## config.mk

```make
export PLATFORM = sky130hd
export DESIGN_NAME = row_fir_convolution_flat
export DESIGN_NICKNAME = d
export VERILOG_FILES = /design/src/hdl/rfc_pkg.sv /design/src/hdl/rfc_if.sv /design/src/hdl/row_fir_convolution.sv /design/src/flat_wrapper.sv
export SDC_FILE = /design/constraint.sdc
export NUM_CORES = 1
export LEC_CHECK = 0
export ABC_CLOCK_PERIOD_IN_PS = 46800
export BUFFER_PORTS_ARGS = -buffer_cell sky130_fd_sc_hd__buf_2
export CAP_MARGIN = 20
export CORE_MARGIN = 1
export CORE_UTILIZATION = 35
export CTS_BUF_LIST = sky130_fd_sc_hd__clkbuf_16
export CTS_CLUSTER_SIZE = 24
export DETAILED_ROUTE_END_ITERATION = 16
export PLACE_DENSITY = 0.58
export REMOVE_ABC_BUFFERS = 1
export SLEW_MARGIN = 10
export SYNTH_ARGS = -nofsm -noshare
export SYNTH_HDL_FRONTEND = slang
export SYNTH_SLANG_ARGS = --single-unit
```

## constraint.sdc

```tcl
create_clock -name clk -period 46.8 [get_ports clk]
set_clock_uncertainty 0.05 [all_clocks]
set_input_delay 2.34 -clock clk [delete_from_list [all_inputs] [get_ports clk]]
set_output_delay 2.34 -clock clk [all_outputs]
set_load 0.03 [all_outputs]
```

## src/hdl/rfc_pkg.sv

```systemverilog
// Shared types, widths, register indexes and reset values for the row FIR filter.
package rfc_pkg;

  // Default sizing of the filter.
  localparam int MAX_TAPS_DEF = 8;
  localparam int MAX_ROW_DEF  = 4096;

  // Field widths.
  localparam int SAMPLE_W    = 8;
  localparam int TAP_WORD_W  = 64;
  localparam int TAP_COUNT_W = 4;
  localparam int ROW_CFG_W   = 13;
  localparam int CFG_DATA_W  = 64;
  localparam int CFG_INDEX_W = 2;

  typedef logic signed [SAMPLE_W-1:0] sample_t;

  // Configuration register indexes.
  typedef enum logic [CFG_INDEX_W-1:0] {
    REG_TAP_WORD    = 2'd0,
    REG_TAP_COUNT   = 2'd1,
    REG_ROW_STRIDE  = 2'd2,
    REG_IMAGE_WIDTH = 2'd3
  } reg_index_t;

  // Register values after reset.
  localparam logic [TAP_WORD_W-1:0]  TAP_WORD_RST    = 64'd1;
  localparam logic [TAP_COUNT_W-1:0] TAP_COUNT_RST   = 4'd1;
  localparam logic [ROW_CFG_W-1:0]   ROW_STRIDE_RST  = 13'd4096;
  localparam logic [ROW_CFG_W-1:0]   IMAGE_WIDTH_RST = 13'd4096;

endpackage

```

## src/hdl/rfc_if.sv

```systemverilog
// Request channel interfaces for the sample input and the filtered output.
interface rfc_in_if;
  import rfc_pkg::*;

  logic    valid;
  logic    ready;
  sample_t sample;

  modport source (output valid, output sample, input ready);
  modport sink (input valid, input sample, output ready);
endinterface

interface rfc_out_if;
  import rfc_pkg::*;

  logic    valid;
  logic    ready;
  sample_t filtered;
  logic    last_in_row;

  modport source (output valid, output filtered, output last_in_row, input ready);
  modport sink (input valid, input filtered, input last_in_row, output ready);
endinterface

```

## src/hdl/row_fir_convolution.sv

```systemverilog
// Row FIR convolution: horizontal valid-mode pass of a separable image filter.
//
// The block takes signed 8-bit samples in raster order, row_stride samples per
// row, and returns one filtered sample for every position where a full window
// of tap_count samples lies inside the row: the sum of sample times tap over the
// window, wrapped to 8 bits. A row yields min(image_width, row_stride) minus
// tap_count plus one results, and the last of them carries last_in_row. Rows
// too narrow for the window yield nothing. A request is taken every clock while
// input ready is high: the first register stage holds the sample history and
// the flags of the newest request, the second holds the result. A result is
// offered once it moves from the first stage into the output register.
// Input ready drops only while a result waits in the output register and the
// request in the first stage also has a result, so a stalled consumer holds
// back the producer one request later. There is no clearing pass after reset.
// Configuration is written through wr_en, wr_index and wr_data and should
// change only while no request is in flight.
module row_fir_convolution #(
  parameter int MAX_TAPS = rfc_pkg::MAX_TAPS_DEF,
  parameter int MAX_ROW  = rfc_pkg::MAX_ROW_DEF
) (
  input  logic                            clk,
  input  logic                            rst,
  input  logic                            wr_en,
  input  rfc_pkg::reg_index_t             wr_index,
  input  logic [rfc_pkg::CFG_DATA_W-1:0]  wr_data,
  rfc_in_if.sink                          pixels,
  rfc_out_if.source                       results
);
  import rfc_pkg::*;

  // Width of the tap count after clamping, of a history index, of the column
  // counter, and of the compares between column and row limits.
  localparam int TAP_W   = $clog2(MAX_TAPS + 1);
  localparam int IDX_W   = (MAX_TAPS > 1) ? $clog2(MAX_TAPS) : 1;
  localparam int COL_W   = $clog2(MAX_ROW);
  localparam int LIM_W   = $clog2(MAX_ROW + 1);
  localparam int CMP_W   = ((ROW_CFG_W > LIM_W) ? ROW_CFG_W : LIM_W) + 1;

  // Configuration registers.
  logic [TAP_WORD_W-1:0]  tap_word;
  logic [TAP_COUNT_W-1:0] tap_count;
  logic [ROW_CFG_W-1:0]   row_stride;
  logic [ROW_CFG_W-1:0]   image_width;

  // Row position of the next sample.
  logic [COL_W-1:0] column;
  logic [COL_W-1:0] column_next;

  // Sample history: hist[0] is the newest accepted sample. It doubles as the
  // first pipeline stage, since it only shifts when a new request enters.
  sample_t hist [MAX_TAPS];

  // First stage flags: a result is pending, whether it ends the row, and the
  // tap count it was computed for.
  logic             s1_pend;
  logic             s1_last;
  logic [TAP_W-1:0] s1_taps;

  // Output register.
  logic    out_valid;
  sample_t out_filtered;
  logic    out_last;

  logic             in_fire;
  logic             out_free;
  logic             emit;
  logic             last_col;
  logic [TAP_W-1:0] taps_eff;
  logic [CMP_W-1:0] stride_eff;
  logic [CMP_W-1:0] width_eff;
  logic [CMP_W-1:0] col_ext;
  logic [CMP_W-1:0] col_p1;
  sample_t          sum_next;

  assign out_free     = !out_valid || results.ready;
  assign pixels.ready = !s1_pend || out_free;
  assign in_fire      = pixels.valid && pixels.ready;

  assign results.valid       = out_valid;
  assign results.filtered    = out_filtered;
  assign results.last_in_row = out_last;

  // Clamp the configuration to its legal range and decide whether the
  // incoming sample closes a window that lies inside the row. The window's
  // first column is column + 1 - taps, and it lies in the row exactly when that
  // first column is not negative and the column is below the effective width; the last window ends at that width.
  always_comb begin
    if (tap_count == '0) begin
      taps_eff = TAP_W'(1);
    end else if (TAP_COUNT_W'(tap_count) > TAP_COUNT_W'(MAX_TAPS)) begin
      taps_eff = TAP_W'(MAX_TAPS);
    end else begin
      taps_eff = TAP_W'(tap_count);
    end

    if (row_stride == '0) begin
      stride_eff = CMP_W'(1);
    end else if (CMP_W'(row_stride) > CMP_W'(MAX_ROW)) begin
      stride_eff = CMP_W'(MAX_ROW);
    end else begin
      stride_eff = CMP_W'(row_stride);
    end

    width_eff = (CMP_W'(image_width) < stride_eff) ? CMP_W'(image_width) : stride_eff;

    col_ext  = CMP_W'(column);
    col_p1   = col_ext + CMP_W'(1);
    emit     = (col_ext < width_eff) && (col_p1 >= CMP_W'(taps_eff));
    last_col = (col_p1 == width_eff);

    // A next column at or past the stride ends the row, which also covers a stride
    // lowered in the middle of a row.
    if (col_p1 >= stride_eff) begin
      column_next = '0;
    end else begin
      column_next = col_p1[COL_W-1:0];
    end
  end

  // Second stage: tap i weighs the sample taps-1-i places back in the history.
  // Only the low 8 bits of each product matter for the wrapped sum.
  always_comb begin
    logic [TAP_W-1:0]        back;
    logic signed [15:0]      prod;
    logic signed [7:0]       tap;
    sum_next = '0;
    for (int i = 0; i < MAX_TAPS; i++) begin
      back = s1_taps - TAP_W'(1) - TAP_W'(i);
      tap  = tap_word[8*i +: 8];
      prod = 16'(tap) * 16'(hist[back[IDX_W-1:0]]);
      if (TAP_W'(i) < s1_taps) begin
        sum_next = sum_next + prod[7:0];
      end
    end
  end

  always_ff @(posedge clk) begin
    if (rst) begin
      tap_word    <= TAP_WORD_RST;
      tap_count   <= TAP_COUNT_RST;
      row_stride  <= ROW_STRIDE_RST;
      image_width <= IMAGE_WIDTH_RST;
      column      <= '0;
      s1_pend     <= 1'b0;
      s1_last     <= 1'b0;
      s1_taps     <= TAP_W'(1);
      out_valid   <= 1'b0;
      for (int k = 0; k < MAX_TAPS; k++) begin
        hist[k] <= '0;
      end
    end else begin
      if (wr_en) begin
        unique case (wr_index)
          REG_TAP_WORD:    tap_word    <= wr_data[TAP_WORD_W-1:0];
          REG_TAP_COUNT:   tap_count   <= wr_data[TAP_COUNT_W-1:0];
          REG_ROW_STRIDE:  row_stride  <= wr_data[ROW_CFG_W-1:0];
          REG_IMAGE_WIDTH: image_width <= wr_data[ROW_CFG_W-1:0];
          default: ;
        endcase
      end

      // A pending result moves on whenever the output register frees up.
      if (s1_pend && out_free) begin
        out_valid    <= 1'b1;
        out_filtered <= sum_next;
        out_last     <= s1_last;
      end else if (results.ready) begin
        out_valid <= 1'b0;
      end

      if (in_fire) begin
        hist[0] <= pixels.sample;
        for (int k = 1; k < MAX_TAPS; k++) begin
          hist[k] <= hist[k-1];
        end
        column  <= column_next;
        s1_pend <= emit;
        s1_last <= last_col;
        s1_taps <= taps_eff;
      end else if (out_free) begin
        s1_pend <= 1'b0;
      end
    end
  end

endmodule
```

## src/flat_wrapper.sv

```systemverilog
// flat-port wrapper written by rule: the top's interface ports become plain ports
module row_fir_convolution_flat import rfc_pkg::*;
#(
  parameter int MAX_TAPS = rfc_pkg::MAX_TAPS_DEF,
  parameter int MAX_ROW  = rfc_pkg::MAX_ROW_DEF
)
  (clk, rst, wr_en, wr_index, wr_data, pixels_valid, pixels_sample, pixels_ready, results_valid, results_filtered, results_last_in_row, results_ready);
  rfc_in_if pixels_i ();
  rfc_out_if results_i ();
  input  logic clk;
  input  logic rst;
  input  logic wr_en;
  input  rfc_pkg::reg_index_t wr_index;
  input  logic [rfc_pkg::CFG_DATA_W-1:0] wr_data;
  input wire logic [$bits(pixels_i.valid)-1:0] pixels_valid;
  input wire logic [$bits(pixels_i.sample)-1:0] pixels_sample;
  output wire logic [$bits(pixels_i.ready)-1:0] pixels_ready;
  output wire logic [$bits(results_i.valid)-1:0] results_valid;
  output wire logic [$bits(results_i.filtered)-1:0] results_filtered;
  output wire logic [$bits(results_i.last_in_row)-1:0] results_last_in_row;
  input wire logic [$bits(results_i.ready)-1:0] results_ready;
  assign pixels_i.valid = pixels_valid;
  assign pixels_i.sample = pixels_sample;
  assign pixels_ready = pixels_i.ready;
  assign results_valid = results_i.valid;
  assign results_filtered = results_i.filtered;
  assign results_last_in_row = results_i.last_in_row;
  assign results_i.ready = results_ready;
  row_fir_convolution #(.MAX_TAPS(MAX_TAPS), .MAX_ROW(MAX_ROW)) u_core (.clk(clk), .rst(rst), .wr_en(wr_en), .wr_index(wr_index), .wr_data(wr_data), .pixels(pixels_i), .results(results_i));
endmodule
```

# Word-level counts from Yosys, hierarchy flattened
# Memories as Yosys holds them, arrays and structs flattened.
# Cells that the tools add are included.
# Widths: inputs -> output; s select.
dict set report word_totals {
  input_bits 79
  memories 1
  word_cells 111
  register_bits 122
  ram_bits 64
}
# name depth width read_ports rd_clocked_by_memory_dff wr line_no
set mem_list {}
lappend mem_list {u_core.hist 8 8 15 0 8 row_fir_convolution.sv:51} ;# sample_t hist [MAX_TAPS];
dict set report classes {
  n_reduce_logical 17
  eq_ne 4
  n_lt_le_gt_ge 14
  add_sub_neg 16
  mul 8
  n_mux 31
  n_bitwise 9
}
# operator n
set ops {}
lappend ops {{$mux 8} 16}
lappend ops {{$mul 8x8->8} 8}
lappend ops {{$add 8x8->8} 7}
lappend ops {{$mux 14} 2}
lappend ops {{$lt 3x4->1 const A} 4}
lappend ops {{$eq 14x14->1} 1}
lappend ops {{$ge 14x14->1} 1}
lappend ops {{$ge 14x4->1} 1}
lappend ops {{$lt 12x14->1} 1}
lappend ops {{$lt 13x14->1} 1}
lappend ops {{$add 12x1->13 const B} 1}
lappend ops {{$gt 13x13->1 const B} 1}
lappend ops {{$logic_not 13->1} 1}
lappend ops {{$mux 13} 1}
lappend ops {{$mux 12} 1}
lappend ops {{$sub 3x3->3 const B} 4}
lappend ops {{$reduce_and 2->1} 5}
lappend ops {{$mux 1} 9}
lappend ops {{$lt 1x4->1 const A} 2}
lappend ops {{$lt 2x4->1 const A} 2}
lappend ops {{$mux 4} 2}
lappend ops {{$or 1x1->1} 8}
lappend ops {{$sub 3x1->3 const B} 2}
lappend ops {{$sub 3x2->3 const B} 2}
lappend ops {{other kinds (10)} 16}

# Logic depth before layout (Yosys ltp)
# An unclocked memory read counts as a cell.
dict set report depth {
  ltp_word 18
  ltp_mapped 103
  ltp_nobuf 97
}

# Worst setup path after synthesis
# Ideal clock, no wire load.
dict set report synth_path {
  kind {reg2reg}
  from {register u_core.s1_taps[0]}
  to {register u_core.out_filtered[7] (netlist: u_core.results.filtered[7]), data pin}
  synth_period_minus_slack_ns 27.308
  stages_incl_launch_ff 97
  required_time_ns 46.490
  n_path_buf 5
  setup_slack_ns 19.492
  t_arrival_ns 26.998
  setup_time_ns 0.260
  path_cell_list {dfxtp_1 buf_4 inv_2 buf_2 buf_2 ha_1 buf_2 xor2_4 clkbuf_1 mux2i_1 nand2_1 fa_1 fa_1 inv_1 ha_1 inv_1 fa_1 inv_1 (+61 left out) xnor2_1 o21ai_0 fa_1 fa_1 inv_1 fa_1 inv_1 fa_1 inv_1 ha_1 ha_1 a21oi_1 xnor2_1 xnor2_1 xnor3_1 o21ai_2 xnor2_1 xnor2_1}
}
dict set report synth_between {
  elab_chain_len 18
}
# item line_no
set synth_rtl {}
lappend synth_rtl {{start: declaration} row_fir_convolution.sv:57} ;# logic [TAP_W-1:0] s1_taps;
lappend synth_rtl {{start signal: assignment} row_fir_convolution.sv:179} ;# s1_taps <= taps_eff;
lappend synth_rtl {{$sub 3x1->3} row_fir_convolution.sv:128} ;# back = s1_taps - TAP_W'(1) - TAP_W'(i);
lappend synth_rtl {{$sub 3x1->3 / $mem_v2 8x8 (equally long branches)} n/a}
lappend synth_rtl {{$mem_v2 8x8 / $mul 8x8->8 (equally long branches)} n/a}
lappend synth_rtl {{$mul 8x8->8 / $mux 8 (equally long branches)} {row_fir_convolution.sv:130, row_fir_convolution.sv:131}}
lappend synth_rtl {{$add 8x8->8} row_fir_convolution.sv:132} ;# sum_next = sum_next + prod[7:0];
lappend synth_rtl {{$mux 8} row_fir_convolution.sv:131} ;# if (TAP_W'(i) < s1_taps) begin
lappend synth_rtl {{$add 8x8->8} row_fir_convolution.sv:132}
lappend synth_rtl {{$mux 8} row_fir_convolution.sv:131}
lappend synth_rtl {{(+3 left out)} n/a}
lappend synth_rtl {{$mux 8} row_fir_convolution.sv:131}
lappend synth_rtl {{$add 8x8->8} row_fir_convolution.sv:132}
lappend synth_rtl {{$mux 8} row_fir_convolution.sv:131}
lappend synth_rtl {{$add 8x8->8} row_fir_convolution.sv:132}
lappend synth_rtl {{$mux 8} row_fir_convolution.sv:131}
lappend synth_rtl {{$add 8x8->8} row_fir_convolution.sv:132}
lappend synth_rtl {{$mux 8 (*)} row_fir_convolution.sv:131}
lappend synth_rtl {{named net u_core.sum_next[7]} row_fir_convolution.sv:73} ;# sample_t sum_next;
lappend synth_rtl {{end signal: assignment} row_fir_convolution.sv:165} ;# out_filtered <= sum_next;
lappend synth_rtl {{end: declaration} row_fir_convolution.sv:61} ;# sample_t out_filtered;
# The timed path passes the listed nets; every way through them passes the cells marked *.
# A chain may end at the register's enable or synchronous reset.

# Worst setup path in the final report
# Ends and elaborated chain as after synthesis.

==> run_results.csv <==
group,metric,value,unit
sta,timing.final.ws_setup,16730,ps
critical_path,critical_path_class,"register to register",
yosys,yosysTopAreaCell,"fa_1",
yosys,ys_warn_count,0,
power,p_per_area,23.3,nW/um^2
yosys,synthAdderAreaFrac,0.270,
global_route,grt_pass1_vias,15000,
critical_path,required,47020,ps
run,drv_cap,0,
power,power,497,uW
sta,setup_viol,0,
placement,port-buffer-count,89,
die,fp.dieH,239,um
critical_path,arrival,30280,ps
sta,finalCritPeriodShare,0.642,
sta,rsz0062_at_grt,"no",
sta,worst_slew_pin_slew,1050,ps
die,die_w,239,um
global_route,track_usage,0.192,
placement,dp_hpwl,40.7,mm
outcome,status,"complete, no violations",
sta,setup-tns-final,0,ps
final_layout,drive_gt1_frac,0.104,
clock_network,post-cts-setup-buffers,0,
global_route,grt_pass1_wl,83.5,mm
worst_hold_path,min_path_type,"register to register",
yosys,synth_top_family_by_area,"adder cells",
yosys,synth_compound_area_frac,0.0760,
yosys,netlist_instances,2173,
yosys,netlist-cell-type-count,66,
clock_network,ctsResizeCount,0,
critical_path,slowest_delay,1090,ps
die,io_pins,90,
drt,initialDrtViolationCount,930,
drt,drt-total-wl,51.8,mm
yosys,yosys.area_share.simple,0.184,
die,dieArea,57100,sq um
drt,viasPerCell,4.92,
yosys,synth_edf_count,73,
sta,max_freq,33.3,MHz
clock_network,htree_levels,4,
global_route,antenna_found_initial,2,
clock_network,clk_latency,510,ps
sta,period_needed,30070,ps
yosys,synthXorXnorAreaFrac,0.0799,
die,fp.coreArea,55300,sq um
yosys,synth_seq_cells,186,
drt,post-route-drc-count,0,
yosys,async_flop_share,0,
clock_network,clkTransAtPathRegs,80,ps
critical_path,crit_path_frequent_cell,"fa_1",
global_route,grt_max_degree,72,
sta,holdWs,409,ps
sta,timing.slew.headroom,0.299,
final_layout,fin_nets,2641,
global_route,overflow,0,
final_layout,diodes,0,
placement,pre_cts_slack,16720,ps
final_layout,area_delta_synth_final,8.59,%
clock_network,cts_hold_buffers,0,
die,rows,86,
clock_network,clockRootBuffer,"clkbuf_16",
critical_path,cpMaxStageDelayCell,"ha_4",
clock_network,numCtsBuffers,17,
yosys,synth_area,19600,sq um
drt,firstDrtPassIters,5,
power,p_leak,0.00962,uW
yosys,synth_top_area_share,0.141,
sta,drv_slew,0,
yosys,syn_area_per_cell,9.04,sq um
yosys,synth.mux.area_fraction,0.0938,
critical_path,timing.critical_path.fanout_max,71,
yosys,synth_ff_type,"dfxtp_1",
yosys,synth_area_leaders,"fa_1 (14%), ha_1 (13%), dfxtp_1 (12%)",
placement,gp_congestion,0.881,
critical_path,startpoint_type,"register",
clock_network,cts_tree,"done",
drt,routedWlPerCell,17.4,um
sta,finalHoldViolCount,0,
power,ir_drop,0.0000311,V
clock_network,cts_buffer_depth,2,
critical_path,worst_setup_path_end_kind,"register",
clock_network,cts_sinks,186,
drt,dr_total_vias,14700,
die,initial_core_util,0.355,
yosys,ys_seq_area_frac,0.227,
drt,ant_nets,0,
layout make-up:
class	count	area, sq um
Inverter	258	968
Timing Repair Buffer	102	546
Fill cell	5601	34000
Clock inverter	15	155
Multi-Input combinational cell	1656	13800
Sequential cell	186	4460
Clock buffer	17	425
Tap cell	748	936
path summary, 6_finish.rpt:
path / startpoint / end / slack (ps) / cells after the start
hold / removal: u_core.tap_word[15]$_SDFFE_PP0P_ / u_core.tap_word[15]$_SDFFE_PP0P_ / 410 / 2
setup / recovery: u_core.s1_taps[0]$_SDFFE_PP1P_ / u_core.results.filtered[7]$_DFFE_PP_ / 16730 / 93
hold reg to reg: u_core.tap_word[15]$_SDFFE_PP0P_ / u_core.tap_word[15]$_SDFFE_PP0P_ / 410 / 2
setup reg to reg: u_core.s1_taps[0]$_SDFFE_PP1P_ / u_core.results.filtered[7]$_DFFE_PP_ / 16730 / 93
cell usage after synthesis (4+ instances only):
cell and instances:
nand2_1 357, inv_1 254, ha_1 203, a21oi_1 145, nor2b_1 139, fa_1 138, xnor2_1 135, dfxtp_1 113
and2_1 97, edfxtp_1 73, nor2_1 67, mux2i_1 65, mux2_2 49, clkbuf_1 48, o21ai_0 45, nand2b_1 35
mux4_2 22, a21o_1 20, xor2_1 15, nand3_1 10, o21a_1 10, buf_2 9, a31oi_1 8, o21ai_1 8
and3_1 7, xnor3_1 7, buf_6 6, mux2_1 5, nand3b_1 5, nand4_1 5, nor4_1 5, o22ai_1 5
buf_12 4, nor3b_1 4
worst max-delay path, delay by kind of cell, from the launching register on:
family                     cells  cell delay, ps
adders and majority gates     48           21700
AOI/OAI and AO/OA              8            2230
buffers and inverters         19            1890
xor gates and xnor gates      12            1850
muxes                          4            1480
DFF                            1             320
and+or+nand+nor                2             200
where the power goes:
| group | total (uW) | internal, uW | switching (uW) |
|---|---|---|---|
| Sequential | 185 | 177 | 8.54 |
| Clock | 150 | 71.1 | 79.3 |
| Combinational | 161 | 64.8 | 96.4 |
| Total | 497 | 313 | 184 |
sequential cells by signal, summed over array words and instances (netlist names):
signal	count
u_core.hist	64
u_core.results.valid	1
u_core.s1_taps	4
u_core.row_stride	13
u_core.s1_last	1
u_core.tap_count	4
u_core.s1_pend	1
u_core.tap_word	64
u_core.column	12
u_core.results.last_in_row	1
u_core.results.filtered	8
u_core.image_width	13
routing by layer:
metal	track usage	share of wire	wire, um	up-vias
met5	0	0	0	-
met4	0.0686	0.026	1330	0
met3	0.0300	0.046	2390	52
met2	0.317	0.48	24600	281
met1	0.252	0.45	23400	7179
li1	-	-	-	7172
cells by family (layout without fill, tap and decap cells):
logic type	Yosys count	count (layout)
muxes	146	146
and+or+nand+nor	746	746
adders and majority gates	341	341
buffers and inverters	331	392
AOI/OAI and AO/OA	262	262
xor gates and xnor gates	161	161
DFF	186	186
layout by cell type (no fill, tap or decap), types with 8 or more instances in the layout:
master / instances
nand2_1: 357
inv_1: 254
ha_1: 202
a21oi_1: 145
nor2b_1: 139
fa_1: 138
xnor2_1: 135
dfxtp_1: 112
and2_1: 97
buf_2: 88
edfxtp_1: 73
nor2_1: 66
mux2i_1: 65
mux2_2: 49
o21ai_0: 45
nand2b_1: 35
mux4_2: 22
a21o_1: 20
clkbuf_16: 17
xor2_1: 15
buf_4: 14
nand3_1: 10
o21a_1: 10
o21ai_1: 8
a31oi_1: 8
metrics by stage:
stage               cell area, sq um   util  instances
finish                         21300  0.386       2982
floorplan                      19200      -       2100
global placement               20700  0.375       2949
global route                   21300  0.386       2982
CTS                            21300  0.386       2981
detailed placement             20700  0.375       2949
(Power assumes the default switching activity.)
